[config.mk]
export PLATFORM = sky130hd
export DESIGN_NAME = echo_distance_average_display_core
export DESIGN_NICKNAME = d
export VERILOG_FILES = /design/src/rtl/edad_pkg.sv /design/src/rtl/echo_distance_average_display_core.sv
export SDC_FILE = /design/constraint.sdc
export NUM_CORES = 1
export LEC_CHECK = 0
export ABC_CLOCK_PERIOD_IN_PS = 8470
export BUFFER_PORTS_ARGS = -buffer_cell sky130_fd_sc_hd__buf_4
export CELL_PAD_IN_SITES_DETAIL_PLACEMENT = 1
export CELL_PAD_IN_SITES_GLOBAL_PLACEMENT = 1
export CORE_UTILIZATION = 45
export CTS_CLUSTER_DIAMETER = 120
export DETAILED_ROUTE_END_ITERATION = 8
export HOLD_SLACK_MARGIN = 0.15
export PLACE_DENSITY = 0.82
export SLEW_MARGIN = 20
export SYNTH_ARGS = -nofsm -noshare
export SYNTH_HDL_FRONTEND = slang
export SYNTH_SLANG_ARGS = --single-unit
[constraint.sdc]
create_clock -name clk -period 8.47 [get_ports clk]
set_clock_uncertainty 0.05 [all_clocks]
set_input_delay 0.847 -clock clk [delete_from_list [all_inputs] [get_ports clk]]
set_output_delay 0.847 -clock clk [all_outputs]
set_load 0.005 [all_outputs]
[src/rtl/edad_pkg.sv]
// Shared types and constants for the echo distance averaging display block.
// Holds the sequencer state type, register indexes, field widths and the
// seven-segment decoder. Depends on nothing.
package edad_pkg;

	localparam int TICKS_W     = 16;
	localparam int DIVISOR_W   = 8;
	localparam int CM_W        = 14;
	localparam int SEG_W       = 7;
	localparam int DIGIT_W     = 4;
	localparam int NUM_DIGITS  = 4;

	localparam logic [DIVISOR_W-1:0] TICKS_PER_CM_RESET = 8'd117;
	localparam logic [CM_W-1:0]      MAX_RANGE_RESET    = 14'd400;
	localparam logic [CM_W-1:0]      DISPLAY_LIMIT      = 14'd9999;

	// configuration register indexes
	localparam logic REG_TICKS_PER_CM = 1'b0;
	localparam logic REG_MAX_RANGE_CM = 1'b1;

	// segment codes, bit order gfedcba
	localparam logic [SEG_W-1:0] SEG_0     = 7'h3F;
	localparam logic [SEG_W-1:0] SEG_1     = 7'h06;
	localparam logic [SEG_W-1:0] SEG_2     = 7'h5B;
	localparam logic [SEG_W-1:0] SEG_3     = 7'h4F;
	localparam logic [SEG_W-1:0] SEG_4     = 7'h66;
	localparam logic [SEG_W-1:0] SEG_5     = 7'h6D;
	localparam logic [SEG_W-1:0] SEG_6     = 7'h7D;
	localparam logic [SEG_W-1:0] SEG_7     = 7'h07;
	localparam logic [SEG_W-1:0] SEG_8     = 7'h7F;
	localparam logic [SEG_W-1:0] SEG_9     = 7'h6F;
	localparam logic [SEG_W-1:0] SEG_BLANK = 7'h00;

	typedef enum logic [2:0] {
		S_IDLE,
		S_DIV_CM,
		S_RANGE,
		S_SUM,
		S_DIV_MEAN,
		S_BCD,
		S_OUT
	} state_t;

	function automatic logic [SEG_W-1:0] seg_of(input logic [DIGIT_W-1:0] digit);
		logic [SEG_W-1:0] code;
		unique case (digit)
			4'd0:    code = SEG_0;
			4'd1:    code = SEG_1;
			4'd2:    code = SEG_2;
			4'd3:    code = SEG_3;
			4'd4:    code = SEG_4;
			4'd5:    code = SEG_5;
			4'd6:    code = SEG_6;
			4'd7:    code = SEG_7;
			4'd8:    code = SEG_8;
			4'd9:    code = SEG_9;
			default: code = SEG_BLANK;
		endcase
		return code;
	endfunction

endpackage

[src/rtl/echo_distance_average_display_core.sv]
// Echo distance averaging core with a four-digit seven-segment readout.
// Depends on edad_pkg for widths, register indexes, state type and segment decoder.
//
// Usage:
//   Configuration: write cfg_data to register cfg_index while cfg_write is high
//   (0: ticks_per_cm, 1: max_range_cm). Write only while the block is idle.
//   Input: one echo width per transaction on in_valid/in_ready/echo_ticks.
//   Output: one transaction per input on out_valid/out_ready carrying the window
//   mean in filtered_cm and the segment codes of its four digits.
//   Timing: a single restoring divider of QUO_W steps (17 at the default depth)
//   serves both the tick-to-centimetre and the mean division, the window sum
//   reads one entry a cycle, and a 14-step shift-add-3 splits the digits.
//   in_ready stays low while an item is in work.
//   Stall: the result waits in an output register; the next item is accepted and
//   processed, and its result is held back until the previous one is taken.
//   Reset: registers return to 117 and 400, the window is empty, no output valid.
module echo_distance_average_display_core
	import edad_pkg::*;
#(
	parameter int WINDOW_DEPTH = 5
) (
	input  logic                 clk,
	input  logic                 arst_n,
	input  logic                 cfg_write,
	input  logic                 cfg_index,
	input  logic [CM_W-1:0]      cfg_data,
	input  logic                 in_valid,
	output logic                 in_ready,
	input  logic [TICKS_W-1:0]   echo_ticks,
	output logic                 out_valid,
	input  logic                 out_ready,
	output logic [CM_W-1:0]      filtered_cm,
	output logic [SEG_W-1:0]     seg_thousands,
	output logic [SEG_W-1:0]     seg_hundreds,
	output logic [SEG_W-1:0]     seg_tens,
	output logic [SEG_W-1:0]     seg_ones
);

	localparam int SLOT_W  = (WINDOW_DEPTH > 1) ? $clog2(WINDOW_DEPTH) : 1;
	localparam int COUNT_W = $clog2(WINDOW_DEPTH + 1);
	localparam int SUM_W   = CM_W + COUNT_W;
	localparam int QUO_W   = (SUM_W > TICKS_W) ? SUM_W : TICKS_W;
	localparam int STEP_W  = $clog2(QUO_W + 1);
	localparam int BCD_W   = DIGIT_W * NUM_DIGITS;

	localparam logic [SLOT_W-1:0]  SLOT_LAST   = SLOT_W'(WINDOW_DEPTH - 1);
	localparam logic [COUNT_W-1:0] COUNT_FULL  = COUNT_W'(WINDOW_DEPTH);
	localparam logic [STEP_W-1:0]  DIV_LAST    = STEP_W'(QUO_W - 1);
	localparam logic [STEP_W-1:0]  BCD_LAST    = STEP_W'(CM_W - 1);

	state_t state_q, state_d;

	logic [DIVISOR_W-1:0] ticks_per_cm_q;
	logic [CM_W-1:0]      max_range_q;

	logic [SLOT_W-1:0]    slot_q;
	logic                 full_q;
	logic [COUNT_W-1:0]   count_q;
	logic [STEP_W-1:0]    cnt_q;
	logic                 rd_vld_q;
	logic                 out_valid_q;

	logic [CM_W-1:0]      window_mem [WINDOW_DEPTH];
	logic [CM_W-1:0]      rd_data_q;
	logic [SUM_W-1:0]     acc_q;

	logic [QUO_W-1:0]     quo_q;
	logic [DIVISOR_W-1:0] rem_q;
	logic [DIVISOR_W-1:0] dvs_q;
	logic [CM_W-1:0]      mean_q;
	logic [CM_W-1:0]      bin_q;
	logic [BCD_W-1:0]     bcd_q;

	logic [CM_W-1:0]      filtered_q;
	logic [SEG_W-1:0]     seg_th_q, seg_hu_q, seg_te_q, seg_on_q;

	// sequencer outputs
	logic in_take, div_step, range_step, sum_read, sum_done, bcd_step, out_load;

	// shared divider step
	logic [DIVISOR_W:0]   rem_sh;
	logic [DIVISOR_W+1:0] diff;
	logic                 fits;

	// range clamp
	logic [CM_W-1:0]      limit;
	logic [CM_W-1:0]      cm_val;

	// window bookkeeping after the write
	logic                 wrap;
	logic [SLOT_W-1:0]    slot_next;
	logic [COUNT_W-1:0]   count_next;

	logic                 sum_more;
	logic [BCD_W-1:0]     bcd_adj;

	// ---------------- sequencer ----------------
	always_comb begin
		state_d = state_q;
		unique case (state_q)
			S_IDLE:     if (in_valid) state_d = S_DIV_CM;
			S_DIV_CM:   if (cnt_q == DIV_LAST) state_d = S_RANGE;
			S_RANGE:    state_d = S_SUM;
			S_SUM:      if (!sum_more && !rd_vld_q) state_d = S_DIV_MEAN;
			S_DIV_MEAN: if (cnt_q == DIV_LAST) state_d = S_BCD;
			S_BCD:      if (cnt_q == BCD_LAST) state_d = S_OUT;
			S_OUT:      if (!out_valid_q || out_ready) state_d = S_IDLE;
			default:    state_d = S_IDLE;
		endcase
	end

	always_comb begin
		in_ready   = 1'b0;
		in_take    = 1'b0;
		div_step   = 1'b0;
		range_step = 1'b0;
		sum_read   = 1'b0;
		sum_done   = 1'b0;
		bcd_step   = 1'b0;
		out_load   = 1'b0;
		unique case (state_q)
			S_IDLE: begin
				in_ready = 1'b1;
				in_take  = in_valid;
			end
			S_DIV_CM:   div_step   = 1'b1;
			S_RANGE:    range_step = 1'b1;
			S_SUM: begin
				sum_read = sum_more;
				sum_done = !sum_more && !rd_vld_q;
			end
			S_DIV_MEAN: div_step = 1'b1;
			S_BCD:      bcd_step = 1'b1;
			S_OUT:      out_load = !out_valid_q || out_ready;
			default:    in_ready = 1'b0;
		endcase
	end

	// ---------------- datapath logic ----------------
	// a zero divisor never borrows, so the quotient saturates and the range
	// check below turns it into zero; a zero echo divides to zero anyway
	assign rem_sh = {rem_q, quo_q[QUO_W-1]};
	assign diff   = {1'b0, rem_sh} - {2'b00, dvs_q};
	assign fits   = !diff[DIVISOR_W+1];

	assign limit  = (max_range_q < DISPLAY_LIMIT) ? max_range_q : DISPLAY_LIMIT;
	assign cm_val = (quo_q > QUO_W'(limit)) ? '0 : quo_q[CM_W-1:0];

	assign wrap       = (slot_q == SLOT_LAST);
	assign slot_next  = wrap ? '0 : slot_q + SLOT_W'(1);
	assign count_next = (wrap || full_q) ? COUNT_FULL : COUNT_W'(slot_q) + COUNT_W'(1);

	assign sum_more = (cnt_q < STEP_W'(count_q));

	always_comb begin
		for (int d = 0; d < NUM_DIGITS; d++) begin
			bcd_adj[d*DIGIT_W +: DIGIT_W] = (bcd_q[d*DIGIT_W +: DIGIT_W] >= 4'd5)
				? bcd_q[d*DIGIT_W +: DIGIT_W] + 4'd3
				: bcd_q[d*DIGIT_W +: DIGIT_W];
		end
	end

	// ---------------- control registers ----------------
	always_ff @(posedge clk or negedge arst_n) begin
		if (!arst_n) begin
			state_q        <= S_IDLE;
			ticks_per_cm_q <= TICKS_PER_CM_RESET;
			max_range_q    <= MAX_RANGE_RESET;
			slot_q         <= '0;
			full_q         <= 1'b0;
			count_q        <= '0;
			cnt_q          <= '0;
			rd_vld_q       <= 1'b0;
			out_valid_q    <= 1'b0;
		end else begin
			state_q <= state_d;
			if (cfg_write) begin
				unique case (cfg_index)
					REG_TICKS_PER_CM: ticks_per_cm_q <= cfg_data[DIVISOR_W-1:0];
					REG_MAX_RANGE_CM: max_range_q    <= cfg_data;
					default:          max_range_q    <= max_range_q;
				endcase
			end
			if (range_step) begin
				slot_q  <= slot_next;
				full_q  <= full_q | wrap;
				count_q <= count_next;
			end
			// step counter: divider steps, read index, digit shifts
			if (in_take || range_step || sum_done || state_d != state_q) begin
				cnt_q <= '0;
			end else if (div_step || sum_read || bcd_step) begin
				cnt_q <= cnt_q + STEP_W'(1);
			end
			rd_vld_q <= sum_read;
			if (out_load) begin
				out_valid_q <= 1'b1;
			end else if (out_ready) begin
				out_valid_q <= 1'b0;
			end
		end
	end

	// ---------------- payload registers ----------------
	always_ff @(posedge clk) begin
		if (range_step) begin
			window_mem[slot_q] <= cm_val;
		end
		if (sum_read) begin
			rd_data_q <= window_mem[cnt_q[SLOT_W-1:0]];
		end
	end

	always_ff @(posedge clk) begin
		if (in_take) begin
			quo_q <= QUO_W'(echo_ticks);
			rem_q <= '0;
			dvs_q <= ticks_per_cm_q;
		end else if (div_step) begin
			quo_q <= {quo_q[QUO_W-2:0], fits};
			rem_q <= fits ? diff[DIVISOR_W-1:0] : rem_sh[DIVISOR_W-1:0];
		end else if (sum_done) begin
			quo_q <= QUO_W'(acc_q);
			rem_q <= '0;
			dvs_q <= DIVISOR_W'(count_q);
		end

		if (range_step) begin
			acc_q <= '0;
		end else if (rd_vld_q) begin
			acc_q <= acc_q + SUM_W'(rd_data_q);
		end

		// hand the mean to the digit split when the divider finishes
		if (state_q == S_DIV_MEAN && state_d == S_BCD) begin
			mean_q <= quo_q[CM_W-2:0] == '0 && !quo_q[CM_W-1] && fits
				? CM_W'(1) : {quo_q[CM_W-2:0], fits};
			bin_q  <= {quo_q[CM_W-2:0], fits};
			bcd_q  <= '0;
		end else if (bcd_step) begin
			{bcd_q, bin_q} <= {bcd_adj[BCD_W-2:0], bin_q, 1'b0};
		end

		if (out_load) begin
			filtered_q <= mean_q;
			seg_th_q   <= (bcd_q[15:12] == 4'd0) ? SEG_BLANK : seg_of(bcd_q[15:12]);
			seg_hu_q   <= (bcd_q[15:8] == 8'd0) ? SEG_BLANK : seg_of(bcd_q[11:8]);
			seg_te_q   <= (bcd_q[15:4] == 12'd0) ? SEG_BLANK : seg_of(bcd_q[7:4]);
			seg_on_q   <= seg_of(bcd_q[3:0]);
		end
	end

	assign out_valid     = out_valid_q;
	assign filtered_cm   = filtered_q;
	assign seg_thousands = seg_th_q;
	assign seg_hundreds  = seg_hu_q;
	assign seg_tens      = seg_te_q;
	assign seg_ones      = seg_on_q;

endmodule

==> results of run 1 <==
worst max path at each step:
stage              startpoint                 to  slack (ns)
6_report       max_range_q[6]   window_mem[1][3]        5.06
5_1_grt        max_range_q[8]   window_mem[1][2]        4.83
4_1_cts        max_range_q[6]   window_mem[0][3]        5.07
3_5_place_dp   max_range_q[6]  window_mem[3][12]        5.21
3_3_place_gp   max_range_q[6]   window_mem[2][0]        5.38
2_1_floorplan      state_q[2]   window_mem[2][0]        5.44
area by class of cell:
| cell class | count | area (um^2) | area share |
|---|---|---|---|
| well taps | 341 | 426.7 | 0.03015 |
| repair buffers | 90 | 675.6 | 0.04775 |
| clock buffers | 34 | 723.2 | 0.05111 |
| multi-input cells | 684 | 4785 | 0.3381 |
| clock inverters | 18 | 191.4 | 0.01353 |
| inverters | 47 | 176.4 | 0.01247 |
| flip-flops and latches | 259 | 7172 | 0.5069 |
cell usage in the layout (no fill, tap or decap), types with 6 or more instances in the layout:
cell,count
sky130_fd_sc_hd__a211oi_1,13
sky130_fd_sc_hd__a21o_1,8
sky130_fd_sc_hd__a21oi_1,66
sky130_fd_sc_hd__a22o_1,7
sky130_fd_sc_hd__a22oi_1,16
sky130_fd_sc_hd__and3_1,7
sky130_fd_sc_hd__buf_4,90
sky130_fd_sc_hd__clkbuf_1,6
sky130_fd_sc_hd__clkbuf_16,28
sky130_fd_sc_hd__clkinv_1,6
sky130_fd_sc_hd__clkinv_2,6
sky130_fd_sc_hd__dfrtp_1,31
sky130_fd_sc_hd__dfstp_2,8
sky130_fd_sc_hd__dfxtp_1,42
sky130_fd_sc_hd__edfxtp_1,178
sky130_fd_sc_hd__ha_1,67
sky130_fd_sc_hd__inv_1,44
sky130_fd_sc_hd__mux2_2,37
sky130_fd_sc_hd__mux2i_1,17
sky130_fd_sc_hd__mux4_2,14
sky130_fd_sc_hd__nand2_1,128
sky130_fd_sc_hd__nand2b_1,13
sky130_fd_sc_hd__nand3_1,24
sky130_fd_sc_hd__nand4_1,7
sky130_fd_sc_hd__nor2_1,78
sky130_fd_sc_hd__nor2b_1,9
sky130_fd_sc_hd__nor3_1,21
sky130_fd_sc_hd__o21a_1,9
sky130_fd_sc_hd__o21ai_0,47
sky130_fd_sc_hd__o31ai_1,6
sky130_fd_sc_hd__xnor2_1,16
sky130_fd_sc_hd__xor2_1,11
flip-flops by register name (all words and copies together), names as in the netlist, 14 cells and up:
signal,count
max_range_q,14
bcd_q,16
mean_q,14
window_mem,70
filtered_cm,14
acc_q,17
bin_q,14
rd_data_q,14
quo_q,17
through the flow:
step           hold WS, ns  worst slack (ns)  power, mW  instance area (um^2)
2_1_floorplan       0.3503             5.440      3.148                 12350
3_3_place_gp        0.3538             5.376      3.514                 13240
3_5_place_dp        0.3563             5.213      3.610                 13240
4_1_cts             0.2199             5.067      4.863                 14150
5_1_grt             0.2539             4.834      5.126                 14150
6_report            0.2209             5.055      4.834                 14150
worst max-delay path, delay by kind of cell, from the launching register on:
kind | cells | cell delay (ns)
adders and majority gates | 1 | 0.30
AOI/OAI and AO/OA | 2 | 0.60
DFF | 1 | 0.40
and+or+nand+nor | 6 | 1.80
report_power, final:
part,leakage [nW],internal [mW],switching [mW]
clock,0.438,0.703,0.514
combinational,2.68,0.684,0.945
sequential,2.47,1.70,0.293
per-layer routing:
layer  vias up  GRT usage
met2       190     0.4112
met5         -          0
li1       3926          -
met1      4207     0.2590
met3        60    0.02813
met4         0    0.07419
cell families after synthesis:
kind of cell               share of synthesized area
AOI/OAI and AO/OA                             0.1041
muxes                                        0.07790
xor gates and xnor gates                     0.01914
DFF                                           0.5806
adders and majority gates                    0.07111
buffers and inverters                        0.03434
and+or+nand+nor                               0.1127
==> results, run 1 <==
- Counting flops with an async set or reset pin after synthesis yields a share of 0.1506.
- Measured along the y axis, the die boundary spans 167.7 um.
- The data arrival time at the worst-slack endpoint is 3.67 ns.
- Max-cap violations in this run came to 0.
- The total half-perimeter wirelength after legalization and detailed placement is 20,710 um.
- Synthesis produced a netlist whose cell count is 1,049.
- Entering global routing, the biggest net connects between 40 and 50 pins.
- The TritonCTS clock tree is built.
- The sink count of the clock tree is 259.
- The clock reaches the later pin of the worst-skew pair after 0.56 ns.
- The highest attainable clock frequency is 292.8 MHz.
- The nature of the critical path endpoint is a flop.
- Of the available clock period, the critical path in the final layout requires 0.4032.
- Measured against its own limit, the worst slew margin works out to 0.3354.
- The share of post-route cells with drive strength above 1 is 0.1837.
- The cell at the root of the clock tree is sky130_fd_sc_hd__clkbuf_16.
- The startpoint class of the critical path is a flop.
- The number of cells in the design after placement is around 1,400.
- The synthesis-to-layout area growth is 14.56%.
- The number of warnings reported in the yosys synthesis log is 0.
- The worst register-to-register path ends at window_mem[1][3].
- The distinct cell type count after synthesis is 68.
- Across the VDD grid, the largest voltage drop is around 0.15 mV.
- The final count of hold timing violations is 0.
- The share of synthesized area occupied by flip-flops and latches is 0.5806.
- The initial standard-cell utilization of the core is 0.4583.
- The detailed-route wire length is approximately 31,000 um.
- In the post-synthesis netlist, the cell with the most instances is sky130_fd_sc_hd__edfxtp_1.
- The via count of the first global-routing pass is about 8,900.
- The routed design could run at a clock period as short as around 3.4 ns.
- The boundary pin count is 80.
- Of the post-synthesis cell area, the dominant cell type holds 0.4327.
- The wire length on met2 is 16,050 um.
- The biggest area consumer among synthesized cells is sky130_fd_sc_hd__edfxtp_1.
- Gates resized during post-CTS repair numbered 0.
- 0 antenna diodes ended up in the layout.
- The type of the tightest min-delay check is primary input to async pin.
- The filler cell count in the final layout is between 2,000 and 3,000.
- The total congestion overflow after global routing is 0.
- The critical path is of the flop to flop type.
- The die is approximately 170 um wide.
- The finished layout holds between 1,000 and 1,500 standard cells, fillers aside.
- Among all flip-flop cells after synthesis, the most frequent one is sky130_fd_sc_hd__edfxtp_1.
- The number of pins with negative max-slew slack in the final report is 0.
- The detailed router finished its first iteration with ~550 violations.
- The routed design uses 1129 um of met3 wire.
- The maximum fanout along the worst path is 14.
- The number of input and output port buffers inserted is a little under 80.
- In this run the remaining antenna-violating nets after routing total 0.
- The standby leakage power is between 5 and 6 nW.
- The vias per cell is ~5.7.
- CTS built an H-tree with a depth of 1.
- The overall fraction of global-route tracks in use is 0.2201.
- The number of nets in the layout is approximately 1,200.
- The critical path goes through nor4_1 > a21oi_1 > nor3_1 > nand2b_1 > nand2_1 > ha_1 > nand4_1 > or4_1 > a21oi_1.
- The die covers about 28,000 um^2.
- The per-cell routed wire length is a little over 20 um.
- In this run the mean area of a mapped cell was between 10 and 15 um^2.
- The clock slew seen by the registers of the worst setup and hold paths is around 0.06 ns.
- No sink is reached through more buffers than the 3 on the longest clock path.
- After synthesis the netlist holds a flip-flop and latch count of between 200 and 300.
- The launch instance of the worst register-to-register path is max_range_q[6].
- By instance count, the cell type seen most on the critical path is sky130_fd_sc_hd__a21oi_1.
- The first global-routing pass estimated just under 50,000 um of wire.
- For the worst setup path, the data required time is about 8.7 ns.
- The number of hold buffers added after CTS is 0.
- The first TritonRoute pass finished after 4 iterations.
- The uppermost layer routed is met4.
- The number of enable flip-flop cells after synthesis is 178.
- Setup repair after global routing left no endpoint under its margin.
- Once the clock tree was built, the setup fixing pass inserted 0 buffers.
- Adding up every negative setup slack in the final design gives 0 ns.
- The setup check on the worst reg-to-reg path leaves a slack of 5.06 ns.
- The number of clock buffers inserted by TritonCTS is 28.
- At the end of routability-driven placement, the weighted congestion stood at between 0.8 and 0.9.
- The run finished with clean final reports.
- The combined area of all synthesized cells is approximately 12,000 um^2.
- When the netlist entered floorplanning its net count stood at around 1,200.
- The initial antenna violation count is 0.
- For the pin with the worst max-slew slack, the measured transition is 0.9969 ns.
- By count the netlist is led by 178 x sky130_fd_sc_hd__edfxtp_1, 128 x sky130_fd_sc_hd__nand2_1, 79 x sky130_fd_sc_hd__nor2_1, 67 x sky130_fd_sc_hd__ha_1, 66 x sky130_fd_sc_hd__a21oi_1.
- The standard cell core area is between 20,000 and 30,000 um^2.
- The total power divided by cell area is 341.6 nW/um^2.
- For this design, the slowest cell found on the critical path is sky130_fd_sc_hd__or4_1.
- The number of cells on the worst reg-to-reg path is 9.
- The final routed DRC violation total is 0.
- In the post-synthesis netlist, the biggest area contributors are sky130_fd_sc_hd__edfxtp_1 43%, sky130_fd_sc_hd__dfxtp_1 6.8%, sky130_fd_sc_hd__ha_1 6.8%.
- The count of vias placed by the detailed router is roughly 8,400.
- Setup violations remaining at the end of the flow were counted as 0.
- The site row count is 60.
- The core occupancy in the finished layout is 0.5250.
- The largest single stage delay on the critical path is 0.84 ns.
- The length of routed wiring on met1 is 12,480 um.
No activity file was read; power rests on OpenSTA's default activity.
==> run 2, diff against run 1 <==
Settings changed: ABC_CLOCK_PERIOD_IN_PS 8470 to 2900, PLACE_DENSITY 0.82 to 0.85.
Clock period 8.47 ns to 2.9 ns, I/O delays scaled along.
==> run 2 against run 1 <==
Effect of this change: the flow now finishes with violations (setup timing); clock power rose to 3.1 times the previous value; routed wire length up 35%; via count is 13% higher; utilization increased by 4.2 points; die area stayed put; critical path depth up 5; power grew to 3.3 times the previous value; first-iteration DRC count rose by 72%; design area up 7.9%.
==> results, run 2 (synthesis gave the netlist of run 1 again) <==
- The final reports fail on setup timing.
- The HPWL after detailed placement is 23,340 um.
- The smallest clock period supported by the final layout is computed as approximately 3.3 ns.
- The standard cell core area is between 20,000 and 30,000 um^2.
- Across every metal layer, demand over resource in global routing totals 0.2870.
- The worst register-to-register path ends at window_mem[0][13].
- At the end of routability-driven placement, the weighted congestion stood at around 0.87.
- Setup violations remaining at the end of the flow were counted as 70.
- window_mem holds more flip-flops than any other register.
- The standby leakage power is a little over 6 nW.
- Before antenna repair, the detailed router went through 5 iterations.
- Summing all placed instances gives a cell area of ~14,000 um^2.
- The number of pins with negative max-slew slack in the final report is 0.
- At the worst endpoint, the arrival time is approximately 3.5 ns.
- Using the TritonRoute via totals, the vias-per-cell ratio works out to just over 6.
- The worst setup slack after layout is -0.3737 ns.
- The initial antenna violation count is 0.
- Timing would allow up to ~300 MHz.
- The die boundary height is about 170 um.
- The count of nets left with antenna violations once routing finished came out at 0.
- The critical path launch point is max_range_q[3].
- Walking the worst path, the cells encountered are nand4_1 > a21oi_2 > nor3_2 > nor2_2 > nor2_1 > ha_1 > nor2b_4 > o21a_1 > o21a_1 > o21ai_2 > a221o_1 > a21oi_4 > clkbuf_16 > a21oi_4.
- The later pin in the worst-skew pair is clocked with a latency of 0.57 ns.
- The launch instance of the worst register-to-register path is max_range_q[3].
- Entering global routing, the biggest net connects 43 pins.
- At the pin with the least slew margin, the transition time is between 0.7 and 0.8 ns.
- The detailed-route wire length is approximately 41,000 um.
- The power consumption is between 15 and 20 mW.
- The maximum fanout along the worst path is 7.
- The worst pin sits at a relative slew slack of 0.5221.
- The tree built by TritonCTS fans out to around 260 sinks.
- The slowest stage of the critical path is the sky130_fd_sc_hd__dfrtp_1 cell.
- The per-cell routed wire length is about 27 um.
- The flow ran to the end, but the final reports show violations.
- The worst-case IR drop observed on VDD is approximately 0.56 mV.
- The register with the most flip-flops in the layout has 70 of them.
- During placement, the flow inserted port buffers numbering ~80.
- In the final layout, the share of cells above drive strength 1 is 0.2438.
- The depth of the CTS H-tree is 1.
- The number of nets in the layout is between 1,000 and 1,500.
- The capturing element of the worst setup path is window_mem[0][13].
- Measured along the x axis, the die boundary spans about 170 um.
- The clock passes through at most 3 buffers.
- The synthesis-to-layout area growth is 23.62%.
- STA classifies the critical path startpoint as a flop.
- The library cell used most frequently in the layout, excluding fill and tap cells, is sky130_fd_sc_hd__edfxtp_1.
- TritonCTS built the clock tree.
- The final routed DRC violation total is 0.
- Max-cap violations in this run came to 0.
- The number of cells in the design after placement is roughly 1,500.
- The type of the tightest min-delay check is primary input to async pin.
- For this run the aggregate overflow at the end of global routing stands at 0.
- The cell at the root of the clock tree is sky130_fd_sc_hd__clkbuf_16.
- The repair_antennas step left the layout with diodes totalling 0.
- Setup repair after global routing could not meet its margin everywhere.
- The die covers about 28,000 um^2.
- At the worst endpoint, the required time is approximately 3.2 ns.
- In this run the power density over the cells is between 1000 and 1500 nW/um^2.
- The stage delay of the slowest cell on the critical path is about 0.43 ns.
- The post-layout instance count excluding filler cells is approximately 1,600.
- The count of vias placed by the detailed router is 9,502.
- The setup slack on the worst flop-to-flop path is -0.37 ns.
- The wire length of the first global-routing pass is about 60,000 um.
- The initial standard-cell utilization of the core is 0.4583.
- After clock tree synthesis, the clock-pin slew on the worst setup and hold paths is roughly 0.07 ns.
- With fillers left out, the area of the finished cells amounts to between 15,000 and 20,000 um^2.
- Timing analysis after detailed placement gives a worst setup slack of -0.4062 ns.
- The critical path class is flop to flop.
- The largest registers in the layout are window_mem (70), acc_q (17), quo_q (17).
- STA classifies the critical path endpoint as a flop.
- The top cell types in the final layout, fill and taps aside, are 178 x sky130_fd_sc_hd__edfxtp_1, 127 x sky130_fd_sc_hd__buf_4, 126 x sky130_fd_sc_hd__nand2_1, 76 x sky130_fd_sc_hd__nor2_1, 61 x sky130_fd_sc_hd__ha_1.
- The violation count after the first detailed-routing iteration is roughly 950.
- The boundary pin count is 80.
- On the final layout, the worst hold slack is between 0.15 and 0.2 ns.
- The final count of hold timing violations is 0.
- The part of the cycle the worst path needs is 1.129.
- The site row count is 60.
- The via count of the first global-routing pass is roughly 10,000.
- TritonCTS created 28 clock buffers.
- The core occupancy in the finished layout is 0.5666.
- Counting cells, the worst reg-to-reg path comes to 14.
- The final sum of negative setup slack is -24.15 ns.
run 2: final cells by class:
| cell class | instances | area [um^2] |
|---|---|---|
| clock buffers | 31 | 743.2 |
| clock inverters | 21 | 198.9 |
| fillers | 2701 | 11680 |
| inverters | 47 | 176.4 |
| multi-input cells | 684 | 5116 |
| flip-flops and latches | 259 | 7172 |
| well taps | 341 | 426.7 |
| repair buffers | 168 | 1436 |
run 2: per-layer routing:
| metal | vias up | part of all wire | track usage |
|---|---|---|---|
| met4 | 0 | 0.063 | 0.1763 |
| met1 | 4779 | 0.38 | 0.3311 |
| met2 | 489 | 0.50 | 0.4973 |
| li1 | 4085 | - | - |
| met5 | - | 0 | 0 |
| met3 | 149 | 0.063 | 0.05034 |
run 2: critical path, delay by kind of cell (launching register included):
kind / cells / cell delay (ns)
compound gates: 7 / 1.34
simple gates: 5 / 0.66
flops: 1 / 0.43
fa+ha+maj: 1 / 0.31
buf+inv: 1 / 0.23
run 2: worst min path at each step:
stage	endpoint	slack [ns]	cells past startpoint
floorplan	cnt_q[0]	-0.06	0
global placement	cnt_q[3]	0.25	1
detailed placement	cnt_q[3]	0.25	1
CTS	ticks_per_cm_q[1]	0.18	3
global route	ticks_per_cm_q[3]	0.21	3
finish	slot_q[2]	0.20	2
run 2: repair_timing:
| action | CTS | global route |
|---|---|---|
| endpoints found under the setup margin | 70 | 72 |
| pin swaps | 3 | 18 |
| gates resized for setup | 33 | 30 |
| hold endpoints to repair | 84 | 0 |
| buffers inserted | 1 | 3 |
| hold buffers | 33 | 0 |
| cloned | 1 | 1 |
run 2: report_power, final:
| group | internal, mW | switching, mW | total, mW |
|---|---|---|---|
| Combinational | 2.54 | 3.91 | 6.45 |
| Sequential | 4.95 | 0.796 | 5.75 |
| Clock | 2.12 | 1.65 | 3.77 |
==> run 3, diff against run 2 <==
Settings changed: ABC_AREA from default to 1, ABC_CLOCK_PERIOD_IN_PS 2900 to default, CELL_PAD_IN_SITES_GLOBAL_PLACEMENT 1 to 2, CORE_UTILIZATION 45 to 35, PLACE_DENSITY 0.85 to 0.83.
==> run 3 against run 2 <==
Effect of this change: the run ends with DRC left; hold slack improved by 0.022 ns; worst setup slack improved by 0.54 ns; register-to-register slack improved by 0.54 ns; sequential power decreased by 5.4%; combinational power decreased by 19%; count of clock-buffer cells in the layout unchanged; clock power increased by 4%; sequential cell count unchanged; critical endpoint is now window_mem[3][3]; highest routed layer unchanged.
==> results, run 3 <==
- The initial standard-cell utilization of the core is 0.3560.
- For this run, the total global-route usage over all layers was measured as 0.1813.
- The number of input and output port buffers inserted is between 70 and 80.
- The sink count of the clock tree is 259.
- The number of warnings reported in the yosys synthesis log is 0.
- The placement-stage worst setup slack is ~0.015 ns.
- In this run the number of H-tree levels came out at 1.
- The most used standard cell by instance count after synthesis is sky130_fd_sc_hd__nand2_1.
- After synthesis, the netlist uses 57 different library cells.
- Setup violations remaining at the end of the flow were counted as 0.
- The depth of the worst register-to-register path is 17.
- The per-cell routed wire length is roughly 17 um.
- After synthesis, the cell types taking the most area are sky130_fd_sc_hd__edfxtp_1 42%, sky130_fd_sc_hd__nand2_1 7.3%, sky130_fd_sc_hd__dfxtp_1 6.6%.
- The dominant synthesized flop cell is sky130_fd_sc_hd__edfxtp_1.
- From synthesis to final layout, the design area changed by 21.01%.
- The total power divided by cell area is 948.4 nW/um^2.
- The setup fix buffers added after clock tree synthesis is 0.
- The register with the most flip-flops is window_mem.
- Max-cap violations in this run came to 0.
- For this block, wires on met1 add up to approximately 15,000 um.
- The nature of the critical path endpoint is a flop.
- The internal power consumption is approximately 9 mW.
- The number of diodes is 0.
- The endpoint required time on the critical path is 3.21 ns.
- The initial antenna violation count is 0.
- Summed over all cells, the static leakage comes to 6.558 nW.
- The cell at the root of the clock tree is sky130_fd_sc_hd__clkbuf_16.
- In the routed layout, each cell is associated on average with a via count of 4.895.
- The die is 192.5 um wide.
- The total half-perimeter wirelength after legalization and detailed placement is about 24,000 um.
- The final reports fail on DRC.
- After detailed routing, the number of remaining DRC violations is 18.
- The filler cell count in the final layout is 4,066.
- The largest registers in the layout are window_mem (70), acc_q (17), quo_q (17).
- The setup slack on the worst flop-to-flop path is between 0.15 and 0.2 ns.
- The count of vias placed by the detailed router is between 9,000 and 10,000.
- In this run, synthesis inferred 178 flip-flops with an integrated enable.
- The flow ran to the end, but the final reports show violations.
- From bottom edge to top edge, the die measures 192.5 um.
- The die covers 37,040 um^2.
- The number of iterations in the first detailed-routing pass is 6.
- The clock latency on the worst-skew pair is 0.54 ns.
- The share of total power dissipated in combinational logic is 0.358.
- After detailed routing, the met3 layer carries between 800 and 900 um of wire.
- The via count of the first global-routing pass was about 9,800.
- The share of the Yosys chip area taken by registers is 0.5650.
- The deepest clock path buffer count is 3.
- The clock slew seen by the registers of the worst setup and hold paths is 0.06 ns.
- The area fraction of the dominant cell type after synthesis is 0.4211.
- The detailed-route wire length is 32,830 um.
- The startpoint class of the critical path is a flop.
- The highest attainable clock frequency is 365.5 MHz.
- After the first detailed-routing iteration, the DRC count stood at 401.
- The mean instance size in the synthesized netlist is about 9.6 um^2.
- The area of combinational cells with multiple inputs is about 4800 um^2.
- The total congestion overflow after global routing is 0.
- The startpoint identified for the worst register-to-register timing path is max_range_q[8].
- The number of pins with negative max-slew slack in the final report is 0.
- The type of the tightest min-delay check is primary input to async pin.
- The first global-routing pass estimated about 52,000 um of wire.
- In the post-route analysis, the smallest setup slack over all paths is roughly 0.16 ns.
- The number of clock buffers inserted by TritonCTS is 29.
- The core occupancy in the finished layout is 0.4309.
- The synthesized net count is 1,430.
- The critical path class is flop to flop.
- In this run the standard cell core region covers 35,660 um^2.
- Wire segments on met2 add up to about 17,000 um in the final route.
- Of the available clock period, the critical path in the final layout requires 0.9435.
- Counting flops and latches in the post-synthesis netlist gives between 200 and 300.
- The library cells used most frequently in the layout, excluding fill and tap cells, are 243 x sky130_fd_sc_hd__nand2_1, 178 x sky130_fd_sc_hd__edfxtp_1, 157 x sky130_fd_sc_hd__inv_1, 144 x sky130_fd_sc_hd__nor2_1, 115 x sky130_fd_sc_hd__o21ai_0.
- The clock period could shrink to around 2.7 ns.
- The final layout contains around 1,600 nets.
- For this run, asynchronously set or reset flops after synthesis account for 0.1506.
- The biggest area consumer among synthesized cells is sky130_fd_sc_hd__edfxtp_1.
- The net load switching power is between 5 and 6 mW.
- The placer's final routability congestion estimate is ~0.83.
- The detail route stage leaves a number of antenna-violating nets equal to 0.
- The boundary pin count is 80.
- Entering global routing, the biggest net connects 43 pins.
- The site row count is 69.
- The register with the most flip-flops in the layout has 70 of them.
- The final count of hold timing violations was 0.
- The cell count after synthesis is around 1,300.
- Of the total power, the share spent switching nets is 0.3746.
- TritonCTS built the clock tree.
- The register area is roughly 7000 um^2.
- The endpoint identified for the worst register-to-register timing path is window_mem[3][3].
- The data arrival time at the worst-slack endpoint is 3.05 ns.
- In this run the top signal layer used is met4.
- Of the cells placed in the final design, the portion with a size suffix greater than 1 is 0.1627.
- Measured against its own limit, the worst slew margin works out to 0.4612.
- By count the netlist is led by 246 x sky130_fd_sc_hd__nand2_1, 178 x sky130_fd_sc_hd__edfxtp_1, 160 x sky130_fd_sc_hd__nor2_1, 159 x sky130_fd_sc_hd__inv_1, 116 x sky130_fd_sc_hd__o21ai_0.
- The transition time at the pin with the least slew margin is 0.8062 ns.
- The cell area that synthesis handed to floorplanning was about 13,000 um^2.
- The leading cell type in the layout, fill and taps excluded is sky130_fd_sc_hd__nand2_1.
- Setup repair after global routing left no endpoint under its margin.
- IR analysis of the VDD net gives a maximum drop of 0.4570 mV.
- Along the worst path, the maximum fanout reaches 7.
- The clock network power share is 0.268.
- Of the total power, registers draw 0.373.
run 3: power by group through the flow:
| stage | clock [mW] | combinational [mW] | sequential, mW |
|---|---|---|---|
| floorplan | 0 | 3.69 | 5.27 |
| global placement | 0 | 4.84 | 5.50 |
| detailed placement | 0 | 5.02 | 5.53 |
| CTS | 3.97 | 5.13 | 5.46 |
| global route | 4.12 | 5.95 | 5.52 |
| finish | 3.91 | 5.22 | 5.44 |
run 3: what timing repair did:
item                                   4_1_cts  5_1_grt
gates cloned                                 0        1
hold buffers                                33        0
endpoints found under the hold margin       86        0
pin swaps                                    0        2
resized for setup                            9       22
setup endpoints to repair                   30       70
run 3: layer usage:
layer | up-vias | GRT usage
met5 | - | 0
met4 | 0 | 0.03604
met3 | 40 | 0.01800
met2 | 114 | 0.3338
met1 | 4595 | 0.2287
li1 | 4699 | -
run 3: cell type report:
class / instances / area share
clock buffer: 31 / 0.04838
clock inverter: 22 / 0.01833
inverter: 171 / 0.04235
multi-input combinational: 847 / 0.3105
sequential: 259 / 0.4669
tap: 461 / 0.03755
timing repair buffer: 139 / 0.07607
run 3: stage by stage:
step | instance area (um^2) | power, mW | instances | TNS, ns | hold slack (ns)
after CTS | 15270 | 14.56 | 1929 | -0.003007 | 0.2352
final | 15360 | 14.57 | 1930 | 0 | 0.2217
after global routing | 15360 | 15.59 | 1930 | 0 | 0.2619
after floorplan | 12700 | 8.966 | 1325 | 0 | -0.05559
after global placement | 13890 | 10.35 | 1843 | 0 | 0.2573
after detailed placement | 13890 | 10.55 | 1843 | 0 | 0.2666
run 3: worst max path at each step:
| stage | from | to | slack [ns] |
|---|---|---|---|
| CTS | max_range_q[11] | window_mem[4][3] | -0.0008 |
| global route | max_range_q[8] | window_mem[3][3] | 0.02 |
| floorplan | state_q[2] | window_mem[4][0] | 0.16 |
| detailed placement | max_range_q[11] | window_mem[2][12] | 0.02 |
| global placement | max_range_q[8] | window_mem[4][0] | 0.16 |
| finish | max_range_q[8] | window_mem[3][3] | 0.16 |
run 3: kinds of logic after synthesis:
| family | count (synthesis) | synth area share |
|---|---|---|
| AOI/OAI and AO/OA | 245 | 0.1117 |
| DFF | 259 | 0.5650 |
| and+or+nand+nor | 515 | 0.1723 |
| muxes | 4 | 0.003548 |
| buffers and inverters | 219 | 0.06870 |
| adders and majority gates | 69 | 0.06919 |
| xor gates and xnor gates | 14 | 0.009659 |
run 3: critical path, cell delays in order (launching register included):
cell and delay (ns):
sky130_fd_sc_hd__dfstp_2 0.54, sky130_fd_sc_hd__nand2_1 0.07, sky130_fd_sc_hd__nor3_1 0.14, sky130_fd_sc_hd__nand3_1 0.11
sky130_fd_sc_hd__nand2_2 0.11, sky130_fd_sc_hd__buf_4 0.13, sky130_fd_sc_hd__nor2_1 0.04, sky130_fd_sc_hd__ha_1 0.29
sky130_fd_sc_hd__a21oi_1 0.13, sky130_fd_sc_hd__nor2_1 0.06, sky130_fd_sc_hd__o21ai_0 0.18, sky130_fd_sc_hd__nand2_1 0.07
sky130_fd_sc_hd__nand2_1 0.06, sky130_fd_sc_hd__nand3_1 0.08, sky130_fd_sc_hd__nand2_2 0.10, sky130_fd_sc_hd__inv_2 0.07
sky130_fd_sc_hd__buf_12 0.15, sky130_fd_sc_hd__nor2_2 0.17
